## src/hw/rtl/pcfich_pkg.sv

```systemverilog
// Shared constants, types and Gold sequence helpers for the PCFICH CFI decoder.
`timescale 1ns / 1ps

package pcfich_pkg;

    localparam int SOFT_WIDTH   = 8;
    localparam int CODEWORD_LEN = 32;
    localparam int POS_W        = $clog2(CODEWORD_LEN);
    localparam int SLOT_W       = 5;
    localparam int CELL_W       = 9;
    localparam int CFI_W        = 3;
    localparam int NUM_CFI      = 4;
    localparam int PICK_W       = $clog2(NUM_CFI);

    // Descrambled value and running correlation widths
    localparam int SD_W   = SOFT_WIDTH + 1;
    localparam int CORR_W = SOFT_WIDTH + POS_W + 1;

    // Gold sequence
    localparam int GOLD_LEN   = 31;
    localparam int GOLD_NC    = 1600;
    localparam int SEED_SHIFT = 9;
    localparam int SUB_W      = SLOT_W;
    localparam int ODD_W      = CELL_W + 1;
    localparam int PROD_W     = SUB_W + ODD_W;

    typedef logic signed [SOFT_WIDTH-1:0] soft_t;
    typedef logic signed [SD_W-1:0]       sd_t;
    typedef logic signed [CORR_W-1:0]     corr_t;
    typedef logic [GOLD_LEN-1:0]          gold_t;
    typedef logic [GOLD_LEN-1:0][GOLD_LEN-1:0] gold_mat_t;
    typedef logic [NUM_CFI-1:0][CODEWORD_LEN-1:0] cw_set_t;

    // Control from the decoder to the sequence generator
    typedef struct packed {
        logic step;
        logic load;
    } gold_ctrl_t;

    // Bit j set where chip j of the CFI codeword is +1
    localparam cw_set_t CW_PLUS = {
        32'hFFFF_FFFF,
        32'h2492_4924,
        32'h9249_2492,
        32'h4924_9249
    };

    function automatic gold_t adv_x1(input gold_t x);
        logic nb;
        nb = x[3] ^ x[0];
        return {nb, x[GOLD_LEN-1:1]};
    endfunction

    function automatic gold_t adv_x2(input gold_t x);
        logic nb;
        nb = x[3] ^ x[2] ^ x[1] ^ x[0];
        return {nb, x[GOLD_LEN-1:1]};
    endfunction

    // x1 after the Nc advance, starting from 1
    function automatic gold_t x1_start();
        gold_t v;
        v = gold_t'(1);
        for (int k = 0; k < GOLD_NC; k++)
        begin
            v = adv_x1(v);
        end
        return v;
    endfunction

    // Columns of the linear map seed -> x2 after the Nc advance
    function automatic gold_mat_t x2_adv_matrix();
        gold_mat_t m;
        gold_t     v;
        m = '0;
        for (int j = 0; j < GOLD_LEN; j++)
        begin
            v    = '0;
            v[j] = 1'b1;
            for (int k = 0; k < GOLD_NC; k++)
            begin
                v = adv_x2(v);
            end
            m[j] = v;
        end
        return m;
    endfunction

    localparam gold_t     X1_INIT    = x1_start();
    localparam gold_mat_t X2_ADV_MAT = x2_adv_matrix();

endpackage

```

## src/hw/rtl/pcfich_if.sv

```systemverilog
// Valid/ready channel interfaces for the PCFICH CFI decoder.
`timescale 1ns / 1ps

interface pcfich_in_if;
    logic                  valid;
    logic                  ready;
    pcfich_pkg::soft_t     soft_value;
    logic [pcfich_pkg::SLOT_W-1:0] slot;

    modport source (output valid, output soft_value, output slot, input ready);
    modport sink   (input valid, input soft_value, input slot, output ready);
endinterface

interface pcfich_out_if;
    logic                         valid;
    logic                         ready;
    logic [pcfich_pkg::CFI_W-1:0] cfi;

    modport source (output valid, output cfi, input ready);
    modport sink   (input valid, input cfi, output ready);
endinterface

interface pcfich_cfg_if;
    logic                          valid;
    logic                          ready;
    logic [pcfich_pkg::CELL_W-1:0] cell_id;

    modport source (output valid, output cell_id, input ready);
    modport sink   (input valid, input cell_id, output ready);
endinterface

```

## src/hw/rtl/pcfich_gold.sv

```systemverilog
// Gold scrambling sequence generator with per-codeword seeding and Nc advance.
`timescale 1ns / 1ps

module pcfich_gold
(
    input  logic                          clk,
    input  logic                          rst_n,
    input  pcfich_pkg::gold_ctrl_t        ctrl,
    input  logic [pcfich_pkg::SLOT_W-1:0] slot,
    input  logic [pcfich_pkg::CELL_W-1:0] cell_id,
    output logic                          chip
);

    pcfich_pkg::gold_t x1_reg;
    pcfich_pkg::gold_t x2_reg;
    pcfich_pkg::gold_t x1_next;
    pcfich_pkg::gold_t x2_next;
    pcfich_pkg::gold_t x1_cur;
    pcfich_pkg::gold_t x2_cur;
    pcfich_pkg::gold_t seed;
    pcfich_pkg::gold_t x2_init;
    logic [pcfich_pkg::SUB_W-1:0]  sub_p1;
    logic [pcfich_pkg::ODD_W-1:0]  cell_odd;
    logic [pcfich_pkg::PROD_W-1:0] prod;

    // Build c_init = (subframe+1)*(2*cell_id+1)*512 + cell_id
    assign sub_p1   = pcfich_pkg::SUB_W'(slot[pcfich_pkg::SLOT_W-1:1])
                    + pcfich_pkg::SUB_W'(1);
    assign cell_odd = {cell_id, 1'b1};
    assign prod     = pcfich_pkg::PROD_W'(sub_p1) * pcfich_pkg::PROD_W'(cell_odd);
    assign seed     = (pcfich_pkg::GOLD_LEN'(prod) << pcfich_pkg::SEED_SHIFT)
                    | pcfich_pkg::GOLD_LEN'(cell_id);

    // Apply the precomputed Nc advance as a GF(2) matrix
    always_comb
    begin
        x2_init = '0;
        for (int j = 0; j < pcfich_pkg::GOLD_LEN; j++)
        begin
            if (seed[j])
            begin
                x2_init = x2_init ^ pcfich_pkg::X2_ADV_MAT[j];
            end
        end
    end

    // Select seeded or running state, take the chip, advance by one
    always_comb
    begin
        x1_cur  = ctrl.load ? pcfich_pkg::X1_INIT : x1_reg;
        x2_cur  = ctrl.load ? x2_init : x2_reg;
        chip    = x1_cur[0] ^ x2_cur[0];
        x1_next = pcfich_pkg::adv_x1(x1_cur);
        x2_next = pcfich_pkg::adv_x2(x2_cur);
    end

    always_ff @(posedge clk or negedge rst_n)
    begin
        if (!rst_n)
        begin
            x1_reg <= '0;
            x2_reg <= '0;
        end
        else if (ctrl.step)
        begin
            x1_reg <= x1_next;
            x2_reg <= x2_next;
        end
    end

endmodule

```

## src/hw/rtl/pcfich_descramble_cfi_decode_top.sv

```systemverilog
// Top level of the PCFICH descrambler and CFI soft decoder.
`timescale 1ns / 1ps
//
// Usage:
//   din  : one soft decision word per handshake (soft_value, slot). Words
//          come in groups of 32, one PCFICH codeword; slot is used only at
//          the first word of each group to seed the scrambling sequence.
//   dout : one word (cfi, 1..4) after every 32nd input word.
//   cfg  : writes cell_id; always ready. Write it only while idle.
// Throughput: one input word per cycle while no result is blocked; the
//   descramble/accumulate step between the input register and the state
//   is combinational.
// Result path: the 32nd input word is loaded into the input register, then
//   the cfi word into the result register, unless a pending result stalls it.
// Reset: clears the input and result valids, the codeword position, the
//   correlations, the sequence state and cell_id (to 0).
// Stall: while a cfi word waits unaccepted, the stage holds its word only
//   if it would produce a new result; din keeps flowing otherwise, and one
//   word can wait in the input register.
//
module pcfich_descramble_cfi_decode_top
(
    input  logic         clk,
    input  logic         rst_n,
    pcfich_cfg_if.sink   cfg,
    pcfich_in_if.sink    din,
    pcfich_out_if.source dout
);

    logic [pcfich_pkg::CELL_W-1:0]      cell_id_reg;
    logic                               in_valid_reg;
    pcfich_pkg::soft_t                  soft_reg;
    logic [pcfich_pkg::SLOT_W-1:0]      slot_reg;
    logic [pcfich_pkg::POS_W-1:0]       pos_reg;
    pcfich_pkg::corr_t                  corr_reg [pcfich_pkg::NUM_CFI];
    pcfich_pkg::corr_t                  corr_next [pcfich_pkg::NUM_CFI];
    logic                               out_valid_reg;
    logic [pcfich_pkg::CFI_W-1:0]       cfi_reg;
    logic [pcfich_pkg::CFI_W-1:0]       cfi_next;
    logic                               fire;
    logic                               last;
    logic                               chip;
    pcfich_pkg::gold_ctrl_t             gold_ctrl;
    pcfich_pkg::sd_t                    s_ext;
    pcfich_pkg::sd_t                    sd;
    pcfich_pkg::corr_t                  best;
    logic [pcfich_pkg::PICK_W-1:0]      pick;

    // Configuration: always accept
    assign cfg.ready = 1'b1;

    always_ff @(posedge clk or negedge rst_n)
    begin
        if (!rst_n)
        begin
            cell_id_reg <= '0;
        end
        else if (cfg.valid && cfg.ready)
        begin
            cell_id_reg <= cfg.cell_id;
        end
    end

    // Handshake: stage advances unless a result would be blocked
    assign last     = (pos_reg == pcfich_pkg::POS_W'(pcfich_pkg::CODEWORD_LEN - 1));
    assign fire     = in_valid_reg && (!last || !out_valid_reg || dout.ready);
    assign din.ready = !in_valid_reg || fire;

    // Input register
    always_ff @(posedge clk or negedge rst_n)
    begin
        if (!rst_n)
        begin
            in_valid_reg <= 1'b0;
        end
        else if (din.ready)
        begin
            in_valid_reg <= din.valid;
        end
    end

    always_ff @(posedge clk)
    begin
        if (din.valid && din.ready)
        begin
            soft_reg <= din.soft_value;
            slot_reg <= din.slot;
        end
    end

    // Scrambling sequence
    assign gold_ctrl.step = fire;
    assign gold_ctrl.load = (pos_reg == '0);

    pcfich_gold u_gold
    (
        .clk     (clk),
        .rst_n   (rst_n),
        .ctrl    (gold_ctrl),
        .slot    (slot_reg),
        .cell_id (cell_id_reg),
        .chip    (chip)
    );

    // Descramble and accumulate against the four codewords
    always_comb
    begin
        s_ext = pcfich_pkg::sd_t'(soft_reg);
        sd    = chip ? -s_ext : s_ext;
        for (int i = 0; i < pcfich_pkg::NUM_CFI; i++)
        begin
            if (pcfich_pkg::CW_PLUS[i][pos_reg])
            begin
                corr_next[i] = corr_reg[i] + pcfich_pkg::corr_t'(sd);
            end
            else
            begin
                corr_next[i] = corr_reg[i] - pcfich_pkg::corr_t'(sd);
            end
        end
    end

    // Pick the first strictly largest correlation above zero
    always_comb
    begin
        best = '0;
        pick = '0;
        for (int i = 0; i < pcfich_pkg::NUM_CFI; i++)
        begin
            if (corr_next[i] > best)
            begin
                best = corr_next[i];
                pick = pcfich_pkg::PICK_W'(i);
            end
        end
        cfi_next = pcfich_pkg::CFI_W'(pick) + pcfich_pkg::CFI_W'(1);
    end

    // Codeword state
    always_ff @(posedge clk or negedge rst_n)
    begin
        if (!rst_n)
        begin
            pos_reg <= '0;
            for (int i = 0; i < pcfich_pkg::NUM_CFI; i++)
            begin
                corr_reg[i] <= '0;
            end
        end
        else if (fire)
        begin
            pos_reg <= pos_reg + pcfich_pkg::POS_W'(1);
            for (int i = 0; i < pcfich_pkg::NUM_CFI; i++)
            begin
                corr_reg[i] <= last ? '0 : corr_next[i];
            end
        end
    end

    // Result register
    always_ff @(posedge clk or negedge rst_n)
    begin
        if (!rst_n)
        begin
            out_valid_reg <= 1'b0;
        end
        else if (fire && last)
        begin
            out_valid_reg <= 1'b1;
        end
        else if (dout.ready)
        begin
            out_valid_reg <= 1'b0;
        end
    end

    always_ff @(posedge clk)
    begin
        if (fire && last)
        begin
            cfi_reg <= cfi_next;
        end
    end

    assign dout.valid = out_valid_reg;
    assign dout.cfi   = cfi_reg;

    // Checks
    a_wrap_emits: assert property (@(posedge clk) disable iff (!rst_n)
        fire && last |=> out_valid_reg && (pos_reg == '0))
        else $error("codeword end did not raise a result");

    a_start_clear: assert property (@(posedge clk) disable iff (!rst_n)
        (pos_reg == '0) |-> (corr_reg[0] == '0) && (corr_reg[1] == '0)
                            && (corr_reg[2] == '0) && (corr_reg[3] == '0))
        else $error("correlations not cleared at codeword start");

    a_hold_pos: assert property (@(posedge clk) disable iff (!rst_n)
        !fire |=> $stable(pos_reg))
        else $error("position moved without a word");

    a_no_overwrite: assert property (@(posedge clk) disable iff (!rst_n)
        out_valid_reg && !dout.ready |-> !(fire && last))
        else $error("pending result overwritten");

    a_cfi_range: assert property (@(posedge clk) disable iff (!rst_n)
        fire && last |=> (cfi_reg != '0) && (cfi_reg <= pcfich_pkg::CFI_W'(pcfich_pkg::NUM_CFI)))
        else $error("cfi out of range");

endmodule

```

## src/flat_wrapper.sv

```systemverilog
// flat-port wrapper written by rule: the top's interface ports become plain ports
module pcfich_descramble_cfi_decode_top_flat 
  (clk, rst_n, cfg_valid, cfg_cell_id, cfg_ready, din_valid, din_soft_value, din_slot, din_ready, dout_valid, dout_cfi, dout_ready);
  pcfich_cfg_if cfg_i ();
  pcfich_in_if din_i ();
  pcfich_out_if dout_i ();
  input  logic clk;
  input  logic rst_n;
  input wire logic [$bits(cfg_i.valid)-1:0] cfg_valid;
  input wire logic [$bits(cfg_i.cell_id)-1:0] cfg_cell_id;
  output wire logic [$bits(cfg_i.ready)-1:0] cfg_ready;
  input wire logic [$bits(din_i.valid)-1:0] din_valid;
  input wire logic [$bits(din_i.soft_value)-1:0] din_soft_value;
  input wire logic [$bits(din_i.slot)-1:0] din_slot;
  output wire logic [$bits(din_i.ready)-1:0] din_ready;
  output wire logic [$bits(dout_i.valid)-1:0] dout_valid;
  output wire logic [$bits(dout_i.cfi)-1:0] dout_cfi;
  input wire logic [$bits(dout_i.ready)-1:0] dout_ready;
  assign cfg_i.valid = cfg_valid;
  assign cfg_i.cell_id = cfg_cell_id;
  assign cfg_ready = cfg_i.ready;
  assign din_i.valid = din_valid;
  assign din_i.soft_value = din_soft_value;
  assign din_i.slot = din_slot;
  assign din_ready = din_i.ready;
  assign dout_valid = dout_i.valid;
  assign dout_cfi = dout_i.cfi;
  assign dout_i.ready = dout_ready;
  pcfich_descramble_cfi_decode_top u_core (.clk(clk), .rst_n(rst_n), .cfg(cfg_i), .din(din_i), .dout(dout_i));
endmodule
```

## config.mk

```make
export PLATFORM = sky130hd
export DESIGN_NAME = pcfich_descramble_cfi_decode_top_flat
export DESIGN_NICKNAME = d
export VERILOG_FILES = /design/src/hw/rtl/pcfich_pkg.sv /design/src/hw/rtl/pcfich_if.sv /design/src/hw/rtl/pcfich_gold.sv /design/src/hw/rtl/pcfich_descramble_cfi_decode_top.sv /design/src/flat_wrapper.sv
export SDC_FILE = /design/constraint.sdc
export NUM_CORES = 1
export LEC_CHECK = 0
export ABC_AREA = 1
export BUFFER_PORTS_ARGS = -buffer_cell sky130_fd_sc_hd__buf_4
export CAP_MARGIN = 0
export CORE_MARGIN = 5
export CORE_UTILIZATION = 30
export DETAILED_ROUTE_END_ITERATION = 8
export GPL_ROUTABILITY_DRIVEN = 0
export PLACE_DENSITY_LB_ADDON = 0.05
export SYNTH_ARGS = -nofsm -noshare
export SYNTH_HDL_FRONTEND = slang
export SYNTH_SLANG_ARGS = --single-unit
```

## constraint.sdc

```tcl
create_clock -name clk -period 20.7 [get_ports clk]
set_input_delay 2.07 -clock clk [delete_from_list [all_inputs] [get_ports clk]]
set_output_delay 2.07 -clock clk [all_outputs]
set_load 0.03 [all_outputs]
```

==> flow_metrics.tcl, run 1 <==
set metrics [dict create \
    synth.distinct_cells 54 \
    dr.first_iter.drc_count 632 \
    antennaDiodeCount 0 \
    die_y_um 225.3 \
    synth_area_um2 13910 \
    post-cts-setup-buffer-count 0 \
    whs_endpoint "u_core.corr_reg[42]" \
    min_path_cells 2 \
    ys_seq_area_share_pct 27.35 \
    h-tree-depth 4 \
    floorplan.core_area_um2 45580 \
    clkTransAtPathRegs_ps 80 \
    clock_skew_ps 16.65 \
    syn_area_per_cell_um2 7.696 \
    cts_resized 0 \
    cts_root_buffer "clkbuf_16" \
    synthCells 1807 \
    rsz0062_at_grt "no" \
    finalHoldViolCount 0 \
    fmax_mhz 63.59 \
    vias 11389 \
    fin_crit_sh_pct 75.97 \
    globalRoute.totalOverflow 0 \
    start_util_pct 30.51 \
    grt_max_degree 83 \
    drc 0 \
    outcome "completed" \
    layout.nets 1986 \
    wl_per_cell_um 16.26 \
    largest_reg_flops 56 \
    slowest_delay_ps 570 \
    critical_path_arrival_ps 15990 \
    worst-setup-path-type "flip-flop to flip-flop" \
    r2r_cells 76 \
    insertion_delay_ps 500 \
    crit_slowest_cell "nand3_1" \
    slew_headroom_pct 29.28 \
    io_pins 33 \
    setup_viol 0 \
    ys.warnings.count 0 \
    die_width_um 225.3 \
    crit_family "compound AO/OA/AOI/OAI gates" \
    rrSetupSlack_ps 4970 \
    synthToLayoutAreaGrowth_pct 10.15 \
    crit_path_end_kind "flip-flop" \
    grt_pass1_wl_um 64240 \
    crit_top_cell "nand2_1" \
    r2r-start "u_core.slot_reg[1]" \
    final_common_cell "nand2_1" \
    final_max_slew_viol_count 0 \
    routed_wl_um 39410 \
    grt_usage_pct 16.18 \
    drive_gt1_share_pct 8.936 \
    layout_common_cells "nand2_1 (388), inv_1 (246), xor2_1 (162)" \
    tightest_slew_ps 1057 \
    die-area_um2 50760 \
    fp-row-count 78 \
    hp-class "flip-flop to flip-flop" \
    crit_buf_inv 10 \
    antenna_found_initial 0 \
    min_from "u_core.corr_reg[42]" \
    setup_tns_ps 0 \
    grt_pass1_vias 11424 \
    worst_ep_required_time_ps 20960 \
    placed_cells 2392 \
    viasPerCell 4.698 \
    fin_crit_ps 15730 \
    drt-pass1-iter-count 4 \
    cts_tree "done" \
    synth_flop_cell "dfrtp_1" \
    clk_path_buf_depth 2 \
    drv_cap 0 \
    async_flop_share_pct 89.93 \
    hpwl_um 29560 \
    portBuffers 30 \
    ant_nets 0 \
    startpoint_type "flip-flop" \
    reg2reg_to "u_core.dout.cfi[1]" \
    clock-sinks 149 \
    cts_inserted_buffers 17 \
    path_max_fanout 15 \
    synth_edf_count 15 \
    synth_seq_cells 149 \
    ctsHoldBuffers 0 \
    fin_cells 2424 \
]
[Yosys cell counts (5+ instances only)]
cell type | instances | area share [%]
a21oi_1 | 103 | 3.7
a22o_1 | 9 | 0.57
a31oi_1 | 5 | 0.22
and2_1 | 7 | 0.31
buf_2 | 9 | 0.32
clkbuf_1 | 42 | 1.1
dfrtp_1 | 134 | 24
edfxtp_1 | 15 | 3.2
fa_1 | 28 | 4.0
ha_1 | 120 | 11
inv_1 | 247 | 6.7
inv_2 | 9 | 0.24
nand2_1 | 388 | 10
nand2_2 | 32 | 1.4
nand2_4 | 16 | 1.3
nand3_1 | 64 | 2.3
nand3_4 | 9 | 1.1
nand4_1 | 28 | 1.3
nor2_1 | 55 | 1.5
nor3_1 | 10 | 0.36
o211ai_1 | 15 | 0.81
o21ai_0 | 161 | 5.8
o21ai_1 | 9 | 0.32
o21bai_1 | 17 | 0.92
o22ai_1 | 7 | 0.31
o31ai_1 | 8 | 0.43
xnor2_1 | 50 | 3.1
xor2_1 | 162 | 10
[stage by stage]
step,worst slack (ps),cell area [um^2],hold WS (ps),utilization [%]
2_1_floorplan,8577,13910,443.9,-
3_3_place_gp,4840,14730,459.0,32.32
3_5_place_dp,4861,14730,463.6,32.32
4_1_cts,4776,15320,480.5,33.61
5_1_grt,3361,15320,505.8,33.61
6_report,4974,15320,481.1,33.61
[layout make-up]
type	instances	area, um^2
tap	600	750.7
clock buffer	18	439.2
inverter	257	968.4
timing repair buffer	44	334.1
fill	4847	30260
sequential	149	3804
clock inverter	14	150.1
multi-input combinational	1342	8872
[metal layers]
metal | share of wire [%] | global-route usage, %
met1 | 54 | 24.26
met2 | 42 | 23.85
met3 | 2.9 | 2.879
met4 | 1.3 | 4.393
met5 | 0 | 0
[cell families (layout without fill, tap and decap cells)]
| family | Yosys count | count (layout) | synth area share, % |
|---|---|---|---|
| XOR/XNOR | 212 | 212 | 13.35 |
| flip-flops | 149 | 149 | 27.35 |
| adder cells (fa/ha/maj) | 148 | 148 | 14.83 |
| buffers and inverters | 317 | 333 | 8.961 |
| AND/OR/NAND/NOR | 628 | 628 | 21.27 |
| AO/OA/AOI/OAI | 352 | 352 | 14.22 |
| other | 1 | 2 | 0.02696 |
[worst reg2reg max path, delay by kind of cell, from the launching register on]
| family | cells | cell delay (ps) |
|---|---|---|
| AOI/OAI and AO/OA | 25 | 4500 |
| xor gates and xnor gates | 3 | 750 |
| adders and majority gates | 10 | 3780 |
| buffers and inverters | 10 | 1760 |
| DFF | 1 | 550 |
| and+or+nand+nor | 28 | 4130 |
[how the worst max path moves through the flow]
stage	endpoint	startpoint	slack, ps	cells after the start
CTS	u_core.dout.cfi[1]	u_core.slot_reg[1]	4780	75
global route	u_core.dout.cfi[1]	u_core.slot_reg[1]	3360	74
global placement	u_core.dout.cfi[1]	u_core.slot_reg[1]	4840	76
detailed placement	u_core.dout.cfi[1]	u_core.slot_reg[1]	4860	75
finish	u_core.dout.cfi[1]	u_core.slot_reg[1]	4970	76
floorplan	u_core.dout.cfi[1]	u_core.slot_reg[1]	8580	82
Power of run 1 is not shown: default switching activity piles up to over one toggle a cycle in this logic, so the estimate is an artifact.
==> run 2: changes to the inputs <==
Clock period 20.7 ns to 16.39 ns, I/O delays scaled along.
==> run 2 against run 1 <==
Net effect:
- hold slack worse by 1.1 ps
- die area unchanged
- first-iteration DRC count down 8.4%
- final area barely moved
- register-to-register slack lost 3300 ps
- largest cell class unchanged
- highest routed layer unchanged
==> flow_metrics.tcl, run 2 (synthesis results as in run 1) <==
set metrics [dict create \
    floorplan.core_area_um2 45580 \
    startpoint_type "flip-flop" \
    hpwl_um 29830 \
    clock-sinks 149 \
    drv_cap 0 \
    wl_per_cell_um 16.24 \
    crit_top_cell "nand2_1" \
    place_area_um2 14740 \
    dr.first_iter.drc_count 579 \
    final_max_slew_viol_count 0 \
    outcome "completed" \
    crit_buf_inv 10 \
    largest_reg_flops 56 \
    setup_tns_ps 0 \
    antennaDiodeCount 0 \
    start_util_pct 30.51 \
    min_from "u_core.corr_reg[42]" \
    finalHoldViolCount 0 \
    post-cts-setup-buffer-count 0 \
    r2r-start "u_core.slot_reg[1]" \
    hp-class "flip-flop to flip-flop" \
    slowest_delay_ps 550 \
    clkTransAtPathRegs_ps 80 \
    crit_path_end_kind "flip-flop" \
    vias 11354 \
    fmax_mhz 67.73 \
    clk_path_buf_depth 2 \
    cts_inserted_buffers 17 \
    ctsHoldBuffers 0 \
    setup_viol 0 \
    die-area_um2 50760 \
    slew_headroom_pct 30.66 \
    crit_family "compound AO/OA/AOI/OAI gates" \
    insertion_delay_ps 500 \
    reg2reg_to "u_core.dout.cfi[1]" \
    globalRoute.totalOverflow 0 \
    antenna_found_initial 0 \
    crit_slowest_cell "edfxtp_1" \
    critical_path_arrival_ps 15020 \
    whs_endpoint "u_core.corr_reg[42]" \
    fin_crit_ps 14760 \
    grt_max_degree 74 \
    io_pins 33 \
    rsz0062_at_grt "no" \
    path_max_fanout 15 \
    cts_tree "done" \
    drive_gt1_share_pct 9.041 \
    worst_ep_required_time_ps 16640 \
    die_width_um 225.3 \
    clock_skew_ps 27.22 \
    synthToLayoutAreaGrowth_pct 10.22 \
    drt-pass1-iter-count 5 \
    viasPerCell 4.682 \
    tightest_slew_ps 1037 \
    h-tree-depth 4 \
    drc 0 \
    die_y_um 225.3 \
    grt_pass1_wl_um 64110 \
    r2r_cells 75 \
    worst-setup-path-type "flip-flop to flip-flop" \
    stdcell_area_um2 15330 \
    grt_pass1_vias 11573 \
    grt_usage_pct 16.16 \
    final_common_cell "nand2_1" \
    portBuffers 30 \
    fp-row-count 78 \
    fin_ws_ps 1626 \
    routed_wl_um 39390 \
    ant_nets 0 \
    min_path_cells 2 \
    fin_crit_sh_pct 90.08 \
    cts_root_buffer "clkbuf_16" \
    rrSetupSlack_ps 1630 \
    pre_cts_ws_ps 1306 \
    layout_common_cells "nand2_1 (388), inv_1 (246), xor2_1 (162)" \
    layout.nets 1988 \
]
[run 2: changes by cell type in the layout (fill, tap and decap cells not counted)]
cell | before | now
buf_4 | 43 | 45
clkbuf_16 | 17 | 18
clkbuf_8 | 1 | 0
clkinv_4 | 3 | 1
clkinv_8 | 1 | 0
inv_4 | 1 | 2
inv_6 | 2 | 4
inv_8 | 8 | 7
nand3_1 | 64 | 63
nand3_2 | 3 | 4
[run 2: metrics by stage]
step                std cells  hold slack [ps]  util (%)
finish                   2425            480.1     33.63
global route             2425            498.7     33.63
CTS                      2425            480.1     33.62
detailed placement       2394            462.4     32.35
global placement         2394            459.4     32.35
floorplan                1808            443.9         -
[run 2: tightest hold or removal path, stage by stage, from the launching register on]
cell	delay (ps)
dfrtp_1	350
nand2_1	50
nand2_1	50
[run 2: final cells by class]
type / instances / area (um^2)
repair buffers: 46 / 349.1
clock buffers: 18 / 450.4
well taps: 600 / 750.7
inverters: 257 / 968.4
fillers: 4857 / 30250
flip-flops and latches: 149 / 3804
multi-input cells: 1342 / 8877
clock inverters: 13 / 128.9
[run 2: layer usage]
| layer | up-vias | routed length [um] | global-route usage, % |
|---|---|---|---|
| li1 | 5866 | - | - |
| met1 | 5321 | 20660 | 23.43 |
| met2 | 138 | 16780 | 24.26 |
| met3 | 29 | 1301 | 3.608 |
| met4 | 0 | 655 | 4.393 |
| met5 | - | 0 | 0 |
[run 2: how the worst max path moves through the flow]
stage               slack (ps)                 end  cells after the start               start
floorplan                 4270  u_core.dout.cfi[1]                     82  u_core.slot_reg[1]
global placement          1300  u_core.dout.cfi[1]                     76  u_core.slot_reg[1]
detailed placement        1310  u_core.dout.cfi[1]                     75  u_core.slot_reg[1]
CTS                       1210  u_core.dout.cfi[1]                     76  u_core.slot_reg[1]
global route               270  u_core.dout.cfi[1]                     74  u_core.slot_reg[1]
finish                    1630  u_core.dout.cfi[1]                     75  u_core.slot_reg[1]
[run 2: timing repair]
item,CTS,global route
hold endpoints to repair,0,0
gates resized for setup,0,1
endpoints found under the setup margin,0,1
Power of run 2 is left out for the same reason.
==> run 3: changes to the inputs <==
Settings changed: CTS_BUF_LIST from default to sky130_fd_sc_hd__clkbuf_4 sky130_fd_sc_hd__clkbuf_8.
==> run 3 against run 2 <==
Net effect:
- non-clock buffer count stayed put
- sequential cell count did not move
- setup slack improved by 1.9 ps
- count of clock-buffer cells in the layout shrank 1
- hold slack better by 4.2 ps
- critical path depth unchanged
- global-route usage is 0.057 points lower
- clock skew shrank 12 ps
- register-to-register slack about the same
- via count is essentially flat
- first-iteration DRC count is 2.1% lower
==> flow_metrics.tcl, run 3 (synthesis results as in run 1) <==
set metrics [dict create \
    outcome "completed" \
    largest_reg_flops 56 \
    fin_crit_sh_pct 90.07 \
    die_y_um 225.3 \
    antennaDiodeCount 0 \
    hpwl_um 29830 \
    cts_root_buffer "clkbuf_8" \
    crit_slowest_cell "edfxtp_1" \
    startpoint_type "flip-flop" \
    rsz0062_at_grt "no" \
    slowest_delay_ps 560 \
    crit_path_end_kind "flip-flop" \
    final_common_cell "nand2_1" \
    clock_skew_ps 14.88 \
    slew_headroom_pct 29.82 \
    portBuffers 30 \
    tightest_slew_ps 1049 \
    die-area_um2 50760 \
    synthToLayoutAreaGrowth_pct 8.880 \
    crit_top_cell "nand2_1" \
    layout.nets 1988 \
    worst-setup-path-type "flip-flop to flip-flop" \
    setup_viol 0 \
    drive_gt1_share_pct 9.041 \
    finalHoldViolCount 0 \
    place_area_um2 14740 \
    cts_tree "done" \
    drt-pass1-iter-count 5 \
    grt_max_degree 74 \
    h-tree-depth 4 \
    worst_ep_required_time_ps 16710 \
    drc 0 \
    floorplan.core_area_um2 45580 \
    stdcell_area_um2 15140 \
    post-cts-setup-buffer-count 0 \
    dr.first_iter.drc_count 567 \
    clock-sinks 149 \
    globalRoute.totalOverflow 0 \
    routed_wl_um 39300 \
    clk_path_buf_depth 2 \
    start_util_pct 30.51 \
    grt_pass1_vias 11526 \
    layout_common_cells "nand2_1 (388), inv_1 (246), xor2_1 (162)" \
    wl_per_cell_um 16.21 \
    vias 11355 \
    setup_tns_ps 0 \
    hp-class "flip-flop to flip-flop" \
    cts_resized 0 \
    ant_nets 0 \
    insertion_delay_ps 550 \
    ctsHoldBuffers 0 \
    antenna_found_initial 0 \
    die_width_um 225.3 \
    clkTransAtPathRegs_ps 100 \
    fmax_mhz 67.74 \
    fillCellCount 4869 \
    viasPerCell 4.682 \
    drv_cap 0 \
    io_pins 33 \
    fin_crit_ps 14760 \
    grt_pass1_wl_um 64050 \
    critical_path_arrival_ps 15080 \
    path_max_fanout 15 \
    fp-row-count 78 \
    final_max_slew_viol_count 0 \
    cts_inserted_buffers 17 \
    grt_usage_pct 16.11 \
]
-- run 3: cell count changes in the layout (fill, tap and decap cells not counted) --
cell	before	now
bufinv_16	0	1
clkbuf_16	18	0
clkbuf_8	0	17
-- run 3: per-stage QoR --
step	hold slack, ps	util, %	setup slack [ps]	std cells
2_1_floorplan	443.9	-	4267	1808
3_3_place_gp	459.4	32.35	1298	2394
3_5_place_dp	462.4	32.35	1306	2394
4_1_cts	486.2	33.21	1211	2425
5_1_grt	507.6	33.22	258.1	2425
6_report	484.3	33.22	1628	2425
-- run 3: layout make-up --
| class | instances | area, um^2 | share of cell area [%] |
|---|---|---|---|
| Multi-Input combinational cell | 1342 | 8877 | 58.63 |
| Clock buffer | 17 | 234.0 | 1.545 |
| Tap cell | 600 | 750.7 | 4.958 |
| Timing Repair Buffer | 46 | 349.1 | 2.305 |
| Sequential cell | 149 | 3804 | 25.12 |
| Clock inverter | 14 | 158.9 | 1.049 |
| Inverter | 257 | 968.4 | 6.396 |
-- run 3: per-layer routing --
metal  track usage (%)  vias to the layer above  share of wire (%)
met5                 0                        -                  0
met4             4.393                        0                1.5
met3             3.126                       30                3.6
met2             24.29                      139                 43
met1             23.54                     5329                 52
li1                  -                     5857                  -
-- run 3: critical path: cells and delay by family, from the launching register on --
| family | cells | cell delay, ps |
|---|---|---|
| buf+inv | 11 | 1550 |
| simple gates | 28 | 3700 |
| flops | 1 | 560 |
| xor+xnor | 4 | 830 |
| compound gates | 22 | 3930 |
| fa+ha+maj | 10 | 3910 |
-- run 3: worst paths after layout --
check | from | end | slack [ps] | cells after the start
setup / recovery | u_core.slot_reg[1] | u_core.dout.cfi[1] | 1630 | 75
hold / removal | u_core.u_gold.x1_reg[28] | u_core.u_gold.x1_reg[28] | 480 | 2
setup reg to reg | u_core.slot_reg[1] | u_core.dout.cfi[1] | 1630 | 75
hold reg to reg | u_core.u_gold.x1_reg[28] | u_core.u_gold.x1_reg[28] | 480 | 2
max in group asynchronous | rst_n | u_core.corr_reg[25] | 13880 | 2
min in group asynchronous | rst_n | u_core.u_gold.x1_reg[15] | 1110 | 1
Power of run 3 is left out for the same reason.
